[config.mk]
export PLATFORM = sky130hd
export DESIGN_NAME = spit_ram
export DESIGN_NICKNAME = d
export VERILOG_FILES = /design/src/design/spit_ram.sv
export SDC_FILE = /design/constraint.sdc
export NUM_CORES = 1
export LEC_CHECK = 0
export CAP_MARGIN = 20
export CORE_ASPECT_RATIO = 1.4
export CORE_UTILIZATION = 45
export CTS_CLUSTER_DIAMETER = 150
export DETAILED_ROUTE_END_ITERATION = 8
export DONT_BUFFER_PORTS = 1
export PLACE_DENSITY_LB_ADDON = 0.15
export SLEW_MARGIN = 20
export SYNTH_ARGS = -nofsm -noshare
export SYNTH_HDL_FRONTEND = slang
export SYNTH_SLANG_ARGS = --single-unit
export TNS_END_PERCENT = 30
[constraint.sdc]
create_clock -name clk -period 1.8 [get_ports clk]
set_input_delay 0.36 -clock clk [delete_from_list [all_inputs] [get_ports clk]]
set_output_delay 0.36 -clock clk [all_outputs]
set_load 0.01 [all_outputs]
[src/design/spit_ram.sv]
`timescale 1ns / 1ps
// Generic single-port-write, registered-read RAM.
module spit_ram #(
	parameter int WIDTH = 8,
	parameter int DEPTH = 16
) (
	input  logic                     clk,
	input  logic                     we,
	input  logic [$clog2(DEPTH)-1:0] waddr,
	input  logic [WIDTH-1:0]         wdata,
	input  logic [$clog2(DEPTH)-1:0] raddr,
	output logic [WIDTH-1:0]         rdata
);
	logic [WIDTH-1:0] mem_q [DEPTH];

	always_ff @(posedge clk) begin
		if (we) begin
			mem_q[waddr] <= wdata;
		end
		rdata <= mem_q[raddr];
	end
endmodule

==> impl_metrics.py <==
metrics = {
    "status": {
        "status": "finished clean",
    },
    "die": {
        "coreArea_um2": 11000,
        "initial_core_util": 0.469,
        "die_x_um": 92.4,
        "io-pin-count": 26,
        "design.die.area_um2": 11900,
        "die_h_um": 129,
        "num_rows": 45,
    },
    "sta": {
        "worst_slew_pin_slew_ns": 0.602,
        "slew_headroom": 0.597,
        "finalCritPeriodShare": 0.767,
        "rsz0062_at_grt": "false",
        "setup_tns_ns": 0,
        "fin_skew_ns": 0.0108,
        "fmax_ghz": 0.724,
        "finalSetupViolCount": 0,
        "hold_violations": 0,
        "period_minus_slack_ns": 1.38,
        "hold_slack_ns": 0.0391,
        "finalMaxSlewViolations": 0,
    },
    "layout": {
        "diodes": 0,
        "drive_gt1_frac": 0.271,
        "regArea_um2": 4000,
        "fin_nets": 278,
        "multi_input_area_um2": 1060,
        "nFillCells": 865,
        "final_area_um2": 5980,
        "fin_cells": 414,
        "syn_to_final_growth_pct": 16.1,
    },
    "clocking": {
        "htree_levels": 4,
        "clk_path_buf_depth": 2,
        "insertion_delay_ns": 0.42,
        "cts_sinks": 136,
        "cts_tree": "done",
        "clockRootBuffer": "clkbuf_16",
        "cts_hold_buf": 0,
        "post_cts_resized": 0,
        "numCtsBuffers": 17,
        "post_cts_buffers": 0,
        "cts.reportedPaths.clkPinSlew_ns": 0.06,
    },
    "placement": {
        "portBuffers": 0,
        "hpwl_mm": 6.24,
        "place_inst": 382,
        "place_area_um2": 5410,
        "place.gp.congestion": 0.760,
    },
    "detailed_routing": {
        "drt_iter0_markers": 214,
        "ant_nets": 0,
        "vias_per_cell": 5.52,
        "wl_per_cell_um": 23.2,
        "drtPass1Iterations": 4,
        "vias": 2287,
        "wl_mm": 9.60,
        "route.detailed.drc": 0,
    },
    "run": {
        "maxCapViolCount": 0,
    },
    "yosys": {
        "synth_nets": 247,
        "yosys_warnings": 0,
        "synth_area_um2": 5150,
        "synthCells": 229,
        "ys_seq_area_frac": 0.778,
        "synth_cell_types": 19,
        "syn_area_per_cell_um2": 22.5,
        "ys_ff_latch": 136,
    },
    "critical_path": {
        "arrival_ns": 1.68,
        "r2r_start": "mem_q[1][1]$_DFFE_PP_",
        "critPathKind": "reg2reg",
        "crit_chain": "mux4_1, a22oi_1, nand2_1",
        "slowest_stage": "mux4_1",
        "slowest_delay_ns": 0.52,
        "startpoint_type": "flop",
        "startpoint": "mem_q[1][1]$_DFFE_PP_",
        "required_ns": 2.10,
        "rrSetupSlack_ns": 0.42,
        "worst-path-max-fanout": 1,
        "critPathCaptureType": "flop",
    },
    "power_and_ir_drop": {
        "ir_drop_mv": 0.809,
        "p_total_mw": 7.01,
        "p_per_area_nw_per_um2": 1170,
        "p_leak_nw": 1.98,
    },
    "global_route": {
        "grt_start_max_net_pins": 33,
        "grt_pass1_wl_mm": 14.8,
        "grt_overflow": 0,
        "antenna_found_initial": 0,
        "grt_pass1_vias": 2542,
        "grt_usage": 0.184,
    },
    "min_path": {
        "min_path_type": "in2reg",
        "min_from": "wdata[3]",
    },
}
-- final timing paths --
path	cells after the start	endpoint
worst max-delay path	3	rdata[1]$_DFF_P_
worst min-delay path	0	mem_q[12][3]$_DFFE_PP_
worst max register to register	3	rdata[1]$_DFF_P_
worst min register to register	3	rdata[3]$_DFF_P_
-- power by group --
group          internal (mW)  leakage, nW  switching, mW  total (mW)
combinational          0.111        0.489         0.0836       0.194
sequential              3.54         1.22         0.0317        3.58
clock                   1.99        0.270           1.24        3.24
-- synth_stat cells --
cell             number  share of area
buf_2                 3         0.0029
and2_1                1         0.0012
nand3b_1              2         0.0029
mux4_2               18          0.079
nand2_1               9         0.0066
a22oi_1              16          0.023
buf_6                 3         0.0066
nor2_1               13         0.0095
mux4_1               14          0.071
nand3_1               1        0.00097
dfxtp_1               8          0.031
buf_4                 1         0.0015
nor2b_1               1         0.0012
nor3_1                4         0.0039
clkdlybuf4s25_2       3         0.0058
and2b_1               1         0.0015
edfxtp_1            128           0.75
nand2b_1              2         0.0024
or3b_2                1         0.0017
-- placed cells by master (no fill, tap or decap), drive strengths merged, types with 5 or more instances in the layout --
cell type,instances
nand2,9
nor2,13
edfxtp,128
clkbuf,20
clkinvlp,5
mux4,32
buf,22
a22oi,16
dfxtp,8
clkinv,6
-- registers in the layout (all words and copies together), names as in the netlist --
name,count
mem_q,128
rdata,8
-- per-stage QoR --
step	setup WS [ns]	utilization
finish	0.419	0.544
global route	0.339	0.544
CTS	0.434	0.544
detailed placement	0.221	0.493
global placement	0.234	0.493
floorplan	0.174	-
-- critical path, delay by kind of cell (launching register included) --
kind	cells	cell delay, ns
muxes	1	0.52
DFF	1	0.38
AOI/OAI and AO/OA	1	0.30
and+or+nand+nor	1	0.08
-- cell type report --
type	instances	share of cell area
Sequential cell	136	0.670
Multi-Input combinational cell	83	0.178
Clock buffer	20	0.0781
Tap cell	141	0.0295
Timing Repair Buffer	22	0.0276
Clock inverter	12	0.0170
-- cell families after synthesis --
family          after synthesis  synth area share
buf+inv                      10            0.0168
compound gates               16            0.0233
flops                       136             0.778
simple gates                 35            0.0318
mux                          32             0.150
-- per-layer routing --
layer / up-vias / GRT usage / wire (µm)
met3: 15 / 0.0573 / 448
met4: 0 / 0.0938 / 229
li1: 1035 / - / -
met2: 74 / 0.308 / 4990
met1: 1163 / 0.212 / 3920
met5: - / 0 / 0
No activity file was read; power rests on OpenSTA's default activity.
