<file path="src/design/spit_pkg.sv">
`timescale 1ns / 1ps
// Shared types and constants of the speed profile interpolation table.
package spit_pkg;

	localparam logic [1:0] OP_CLEAR  = 2'd0;
	localparam logic [1:0] OP_APPEND = 2'd1;
	localparam logic [1:0] OP_EVAL   = 2'd2;
	localparam logic [1:0] OP_FIND   = 2'd3;

	localparam int MUL_STEPS = 31;
	localparam int DIV_STEPS = 64;

	typedef struct packed {
		logic [31:0] jerk;
		logic [31:0] accel;
		logic [31:0] velocity;
		logic [30:0] ptime;
		logic [31:0] position;
	} point_t;

	localparam int POINT_W = $bits(point_t);

endpackage

</file>
<file path="src/design/spit_lerp.sv">
`timescale 1ns / 1ps
// Bit-serial interpolator: x0 + trunc((x1-x0)*num/den), shift-add multiply then restoring divide.
module spit_lerp (
	input  logic        clk,
	input  logic        arst_n,
	input  logic        start,
	input  logic [31:0] x0,
	input  logic [31:0] x1,
	input  logic [30:0] num,
	input  logic [30:0] den,
	output logic        busy,
	output logic        done,
	output logic [31:0] result
);
	logic        busy_q, div_q, done_q, neg_q;
	logic [6:0]  cnt_q;
	logic [31:0] x0_q;
	logic [32:0] mag_q;
	logic [64:0] p_q;
	logic [30:0] den_q, rem_q;

	logic [32:0] dx;
	logic [33:0] hsum;
	logic [31:0] r2;
	logic        ge;
	logic [31:0] qv;

	assign dx   = {x1[31], x1} - {x0[31], x0};
	assign hsum = p_q[64:31] + {1'b0, mag_q};
	assign r2   = {rem_q, p_q[63]};
	assign ge   = r2 >= {1'b0, den_q};
	assign qv   = p_q[31:0];

	always_ff @(posedge clk or negedge arst_n) begin
		if (!arst_n) begin
			busy_q <= 1'b0;
			div_q  <= 1'b0;
			done_q <= 1'b0;
			cnt_q  <= '0;
		end else begin
			done_q <= 1'b0;
			if (start) begin
				busy_q <= 1'b1;
				div_q  <= 1'b0;
				cnt_q  <= '0;
			end else if (busy_q && !div_q) begin
				if (cnt_q == 7'(spit_pkg::MUL_STEPS - 1)) begin
					div_q <= 1'b1;
					cnt_q <= '0;
				end else begin
					cnt_q <= cnt_q + 7'd1;
				end
			end else if (busy_q) begin
				if (cnt_q == 7'(spit_pkg::DIV_STEPS - 1)) begin
					busy_q <= 1'b0;
					done_q <= 1'b1;
				end else begin
					cnt_q <= cnt_q + 7'd1;
				end
			end
		end
	end

	always_ff @(posedge clk) begin
		if (start) begin
			x0_q  <= x0;
			neg_q <= dx[32];
			mag_q <= dx[32] ? -dx : dx;
			den_q <= den;
			rem_q <= '0;
			p_q   <= {34'd0, num};
		end else if (busy_q && !div_q) begin
			p_q <= p_q[0] ? {1'b0, hsum, p_q[30:1]} : {1'b0, p_q[64:1]};
		end else if (busy_q) begin
			rem_q     <= ge ? 31'(r2 - {1'b0, den_q}) : r2[30:0];
			p_q[63:0] <= {p_q[62:0], ge};
		end
	end

	assign busy   = busy_q;
	assign done   = done_q;
	assign result = x0_q + (neg_q ? -qv : qv);
endmodule

</file>
<file path="config.mk">
export PLATFORM = sky130hd
export DESIGN_NAME = spit_lerp
export DESIGN_NICKNAME = d
export VERILOG_FILES = /design/src/design/spit_pkg.sv /design/src/design/spit_lerp.sv
export SDC_FILE = /design/constraint.sdc
export NUM_CORES = 1
export LEC_CHECK = 0
export BUFFER_PORTS_ARGS = -buffer_cell sky130_fd_sc_hd__buf_2
export CORE_MARGIN = 2
export CORE_UTILIZATION = 55
export CTS_CLUSTER_DIAMETER = 40
export DETAILED_ROUTE_END_ITERATION = 10
export HOLD_SLACK_MARGIN = 0.08
export PLACE_DENSITY = 0.75
export RECOVER_POWER = 25
export SLEW_MARGIN = 25
export SYNTH_ARGS = -nofsm -noshare
export SYNTH_HDL_FRONTEND = slang
export SYNTH_SLANG_ARGS = --single-unit
</file>
<file path="constraint.sdc">
create_clock -name clk -period 5.7 [get_ports clk]
set_input_delay 1.14 -clock clk [delete_from_list [all_inputs] [get_ports clk]]
set_output_delay 1.14 -clock clk [all_outputs]
set_load 0.05 [all_outputs]
</file>
==> results.md <==
- Data on the critical path is required at its endpoint by 4.56 ns.
- The post-synth net total is 2142.
- The ratio of cells with drive above 1 in the final layout is 15.3%.
- The minimum setup slack in the final design is -0.0268 ns.
- The number of design rule violations left after detail routing is 0.
- The initial detailed-routing violation count is 1080.
- The detailed router placed 14900 vias in this run.
- The final number of max-transition violations came to 219.
- Setup repair after global routing could not meet its margin everywhere.
- Combinational logic burns 41.3% of the power.
- Entering global routing, the biggest net connects 180 pins.
- Summed over its instances, the top area cell type makes up 23.6% of the synthesized netlist area.
- Global routing consumed, over all layers together, 28.3% of the routing resources.
- The first global-routing pass estimated 71200 µm of wire.
- In the final routed layout, each cell accounts on average for 18.3 µm.
- In this run the count of I/O pins placed on the die edge is 163.
- The leakage dissipation is 8.52 nW.
- The layout overhead on the synthesized area is 17.9%.
- STA puts the critical path data arrival time at 4.59 ns.
- The share of power burned in registers is 26.8%.
- The number of antenna violations at the first check in global routing came to 2.
- The source-to-sink clock delay at the later pin of the worst-skew pair is 0.53 ns.
- Sorting the synthesized cells by area gives the leading types as sky130_fd_sc_hd__edfxtp_1 24%, sky130_fd_sc_hd__ha_1 10%, sky130_fd_sc_hd__dfxtp_1 7.9%, sky130_fd_sc_hd__xnor2_1 6.6%, sky130_fd_sc_hd__a21oi_1 5.3%.
- The share of async-settable or async-resettable flops after synthesis is 4.95%.
- The setup path with the least slack is of type reg -> out.
- After synthesis, the mean cell area works out to 8.68 µm².
- STA classifies the critical path endpoint as an output pin.
- The number of global-route vias before repair is 14400.
- Setup violations remaining at the end of the flow were counted as 1.
- The row count is 63.
- CTS built an H-tree with a depth of 2.
- The post-place instance area is 17400 µm².
- The cell at the root of the clock tree is sky130_fd_sc_hd__clkbuf_16.
- Summing every instance area after synthesis gives 16300 µm².
- The clock transition at the registers of the reported paths is 0.05 ns.
- The final-stage net count is 2307.
- The CTS tree is built.
- For the final routed database, the setup TNS stands at -0.0268 ns.
- The max capacitance violation total is 2.
- Once the floorplan was initialized, standard cells occupied 55.4% of the core.
- In this run the deepest clock path goes through 3 buffers.
- After detailed placement, the design holds a cell count of 2367.
- The die area is 31000 µm².
- For this block, the routed nets add up to 45000 µm of wire.
- The detailed-router iteration count before antenna repair is 5.
- The maximum clock rate is 175 MHz.
- Dividing the detail-routed via count by the number of cells gives 6.04.
- The post-synthesis sequential area ratio is 33.0%.
- The flow ran to the end, but the final reports show violations.
- The post-synthesis cell type count is 87.
- The number of buffer and inverter instances along the worst setup path is 3.
- The cell type group with the largest total delay on the critical path is compound AO/OA/AOI/OAI gates.
- The number of endpoints with negative hold slack in the final report is 0.
- Summed over all nets, the half-perimeter wirelength after detailed placement is 31800 µm.
- The final cell count without fillers is 2465.
- The Yosys step of the flow raised 0 warnings.
- The total net switching power is 2.85 mW.
- Input and output buffers added on the ports amount to 162.
- Net switching is 39.3% of the power.
- The highest net fanout along the worst path is 4.
- The checks that failed: max-capacitance violations, max-slew violations, negative setup slack.
- The most instantiated library cell after synthesis is sky130_fd_sc_hd__a21oi_1.
- The overflow left after global routing is 0.
- Of all cell types, the one taking the most synthesized area is sky130_fd_sc_hd__edfxtp_1.
- For the pin with the worst max-slew slack, the measured transition is 2.16 ns.
- The critical-path cell with the highest stage delay is sky130_fd_sc_hd__edfxtp_1.
- The most used flip-flop cell after synthesis is sky130_fd_sc_hd__edfxtp_1.
- VDD sags by at most 0.601 mV.
- The synthesized design contains 202 register bits.
- The worst setup path is launched from a flip-flop.
- Once detail routing completed, the nets flagged for antenna violations numbered 0.
- The maximum cell stage delay along the critical path is 0.42 ns.
- The number of synthesized flops with an enable pin is 128.
- In the synthesized netlist, the number of instances is 1877.
- The minimum setup slack after placement is 0.118 ns.
- The floorplan core area is 29400 µm².
- The worst min-delay path category is reg -> reg.
- Traced cell by cell, the critical path runs through buf_4 -> nor3_2 -> nand2_2 -> nor2_4 -> nand2_4 -> o41ai_4 -> xnor2_1 -> ha_2 -> a21o_1 -> a21o_1 -> a21o_1 -> a211oi_2 -> nor2_2 -> o41ai_2 -> buf_4 -> a21oi_4 -> a211oi_2 -> mux2i_1 -> nand4_1 -> buf_6.
- The clock group share of total power is 31.9%.
- The headroom to the max-slew limit is -44.0%.
- The die boundary height is 176 µm.
- The cell repeated most along the worst path is sky130_fd_sc_hd__a21o_1.
- By count the netlist is led by 172 x sky130_fd_sc_hd__a21oi_1, 158 x sky130_fd_sc_hd__nand2_1, 141 x sky130_fd_sc_hd__o21ai_0.
- The TritonCTS buffer count is 38.
- Clock tree synthesis found a total of 202 sinks.
- Subtracting the final worst setup slack from the clock period gives 5.73 ns.
- The worst clock skew is 0.0184 ns.
- The floorplan step set the die width to 176 µm.
- The design area is 19200 µm².
- The routability-driven placement congestion ratio is 0.967.
- In this run the power density over the cells is 377 nW/µm².
- The filler cell count is 2435.
- The ratio of final minimum period to clock period is 100%.
- The internal portion of the total power is 4.40 mW.
==> registers in the layout (all words and copies together) (netlist names) <==
name   cells
mag_q     33
busy       1
done       1
cnt_q      7
p_q       64
rem_q     31
neg_q      1
x0_q      32
div_q      1
den_q     31
==> tightest hold or removal path, cell delays in order, from the launching register on <==
cell	delay, ns
sky130_fd_sc_hd__dfxtp_1	0.32
sky130_fd_sc_hd__nand2_1	0.06
sky130_fd_sc_hd__a21oi_1	0.05
==> power groups by stage <==
stage | Clock (mW) | Sequential, mW | Combinational, mW
6_report | 2.31 | 1.94 | 2.99
5_1_grt | 2.40 | 1.96 | 3.25
4_1_cts | 2.34 | 1.93 | 2.85
3_5_place_dp | 0 | 1.95 | 2.77
3_3_place_gp | 0 | 1.95 | 2.73
2_1_floorplan | 0 | 1.89 | 2.22
==> per-stage QoR <==
stage | hold slack (ns) | utilization, % | power, mW
after floorplan | 0.442 | - | 4.11
after global placement | 0.460 | 59.2 | 4.68
after detailed placement | 0.465 | 59.2 | 4.73
after CTS | 0.458 | 64.2 | 7.11
after global routing | 0.494 | 65.3 | 7.61
final | 0.475 | 65.3 | 7.24
==> final cells by class <==
class | count | area, µm² | share of cell area [%]
tap | 390 | 488 | 2.54
clock inverter | 29 | 338 | 1.76
multi-input combinational | 1485 | 10500 | 54.8
inverter | 117 | 439 | 2.29
antenna | 3 | 7.51 | 0.0391
sequential | 202 | 5380 | 28.0
timing repair buffer | 198 | 1060 | 5.54
clock buffer | 41 | 972 | 5.06
==> worst paths after layout <==
check | slack [ns] | end | startpoint | depth (start not counted)
setup / recovery | -0.03 | result[31] | p_q[1] | 20
hold / removal | 0.47 | rem_q[7] | rem_q[7] | 2
setup reg to reg | 1.85 | rem_q[29] | den_q[1] | 12
hold reg to reg | 0.47 | rem_q[7] | rem_q[7] | 2
max in group asynchronous | 4.75 | busy | arst_n | 1
min in group asynchronous | 0.56 | div_q | arst_n | 1
==> timing repair <==
item / CTS / global route
hold buffers: 0 / 0
endpoints found under the setup margin: 9 / 11
pin swaps: 7 / 38
gates resized for setup: 20 / 57
setup buffers: 5 / 20
==> cells in the final DEF (no fill, tap or decap), types with 16 or more instances in the layout <==
cell type	synthesis	routed
sky130_fd_sc_hd__o21a_1	22	22
sky130_fd_sc_hd__and3_1	21	21
sky130_fd_sc_hd__o21ai_0	141	134
sky130_fd_sc_hd__edfxtp_1	128	128
sky130_fd_sc_hd__mux2i_1	53	53
sky130_fd_sc_hd__xor2_1	38	37
sky130_fd_sc_hd__inv_1	117	115
sky130_fd_sc_hd__nand2b_1	22	19
sky130_fd_sc_hd__buf_4	2	38
sky130_fd_sc_hd__o21bai_1	16	16
sky130_fd_sc_hd__nand3_1	36	36
sky130_fd_sc_hd__clkbuf_1	62	33
sky130_fd_sc_hd__nand2_1	158	152
sky130_fd_sc_hd__nor2b_1	24	23
sky130_fd_sc_hd__buf_2	3	125
sky130_fd_sc_hd__nor3_1	38	35
sky130_fd_sc_hd__ha_1	132	128
sky130_fd_sc_hd__nor2_1	132	129
sky130_fd_sc_hd__a21oi_1	172	166
sky130_fd_sc_hd__a21o_1	66	66
sky130_fd_sc_hd__a31oi_1	24	23
sky130_fd_sc_hd__o31ai_1	23	20
sky130_fd_sc_hd__a211oi_1	36	34
sky130_fd_sc_hd__clkbuf_16	0	38
sky130_fd_sc_hd__xnor2_1	122	120
sky130_fd_sc_hd__dfxtp_1	64	64
==> cells by family (layout without fill, tap and decap cells) <==
kind of cell             count (synthesis)  in the layout  share of synthesized area, %
AO/OA/AOI/OAI                          609            609                          24.0
XOR/XNOR                               160            160                          8.60
adder cells (fa/ha/maj)                136            136                          10.6
buffers and inverters                  190            385                          4.49
flip-flops                             202            202                          33.0
multiplexers                            54             54                          3.33
other                                    0              3                             0
AND/OR/NAND/NOR                        526            526                          15.9
==> layer usage <==
metal | share of wire (%) | routed length, µm | track usage, % | up-vias
li1 | - | - | - | 7261
met1 | 42 | 19100 | 35.4 | 7007
met2 | 47 | 21300 | 47.6 | 475
met4 | 4.7 | 2140 | 14.3 | 0
met3 | 5.5 | 2470 | 4.13 | 138
met5 | 0 | 0 | 0 | -
Note: power is estimated with default switching activity, not from simulation.
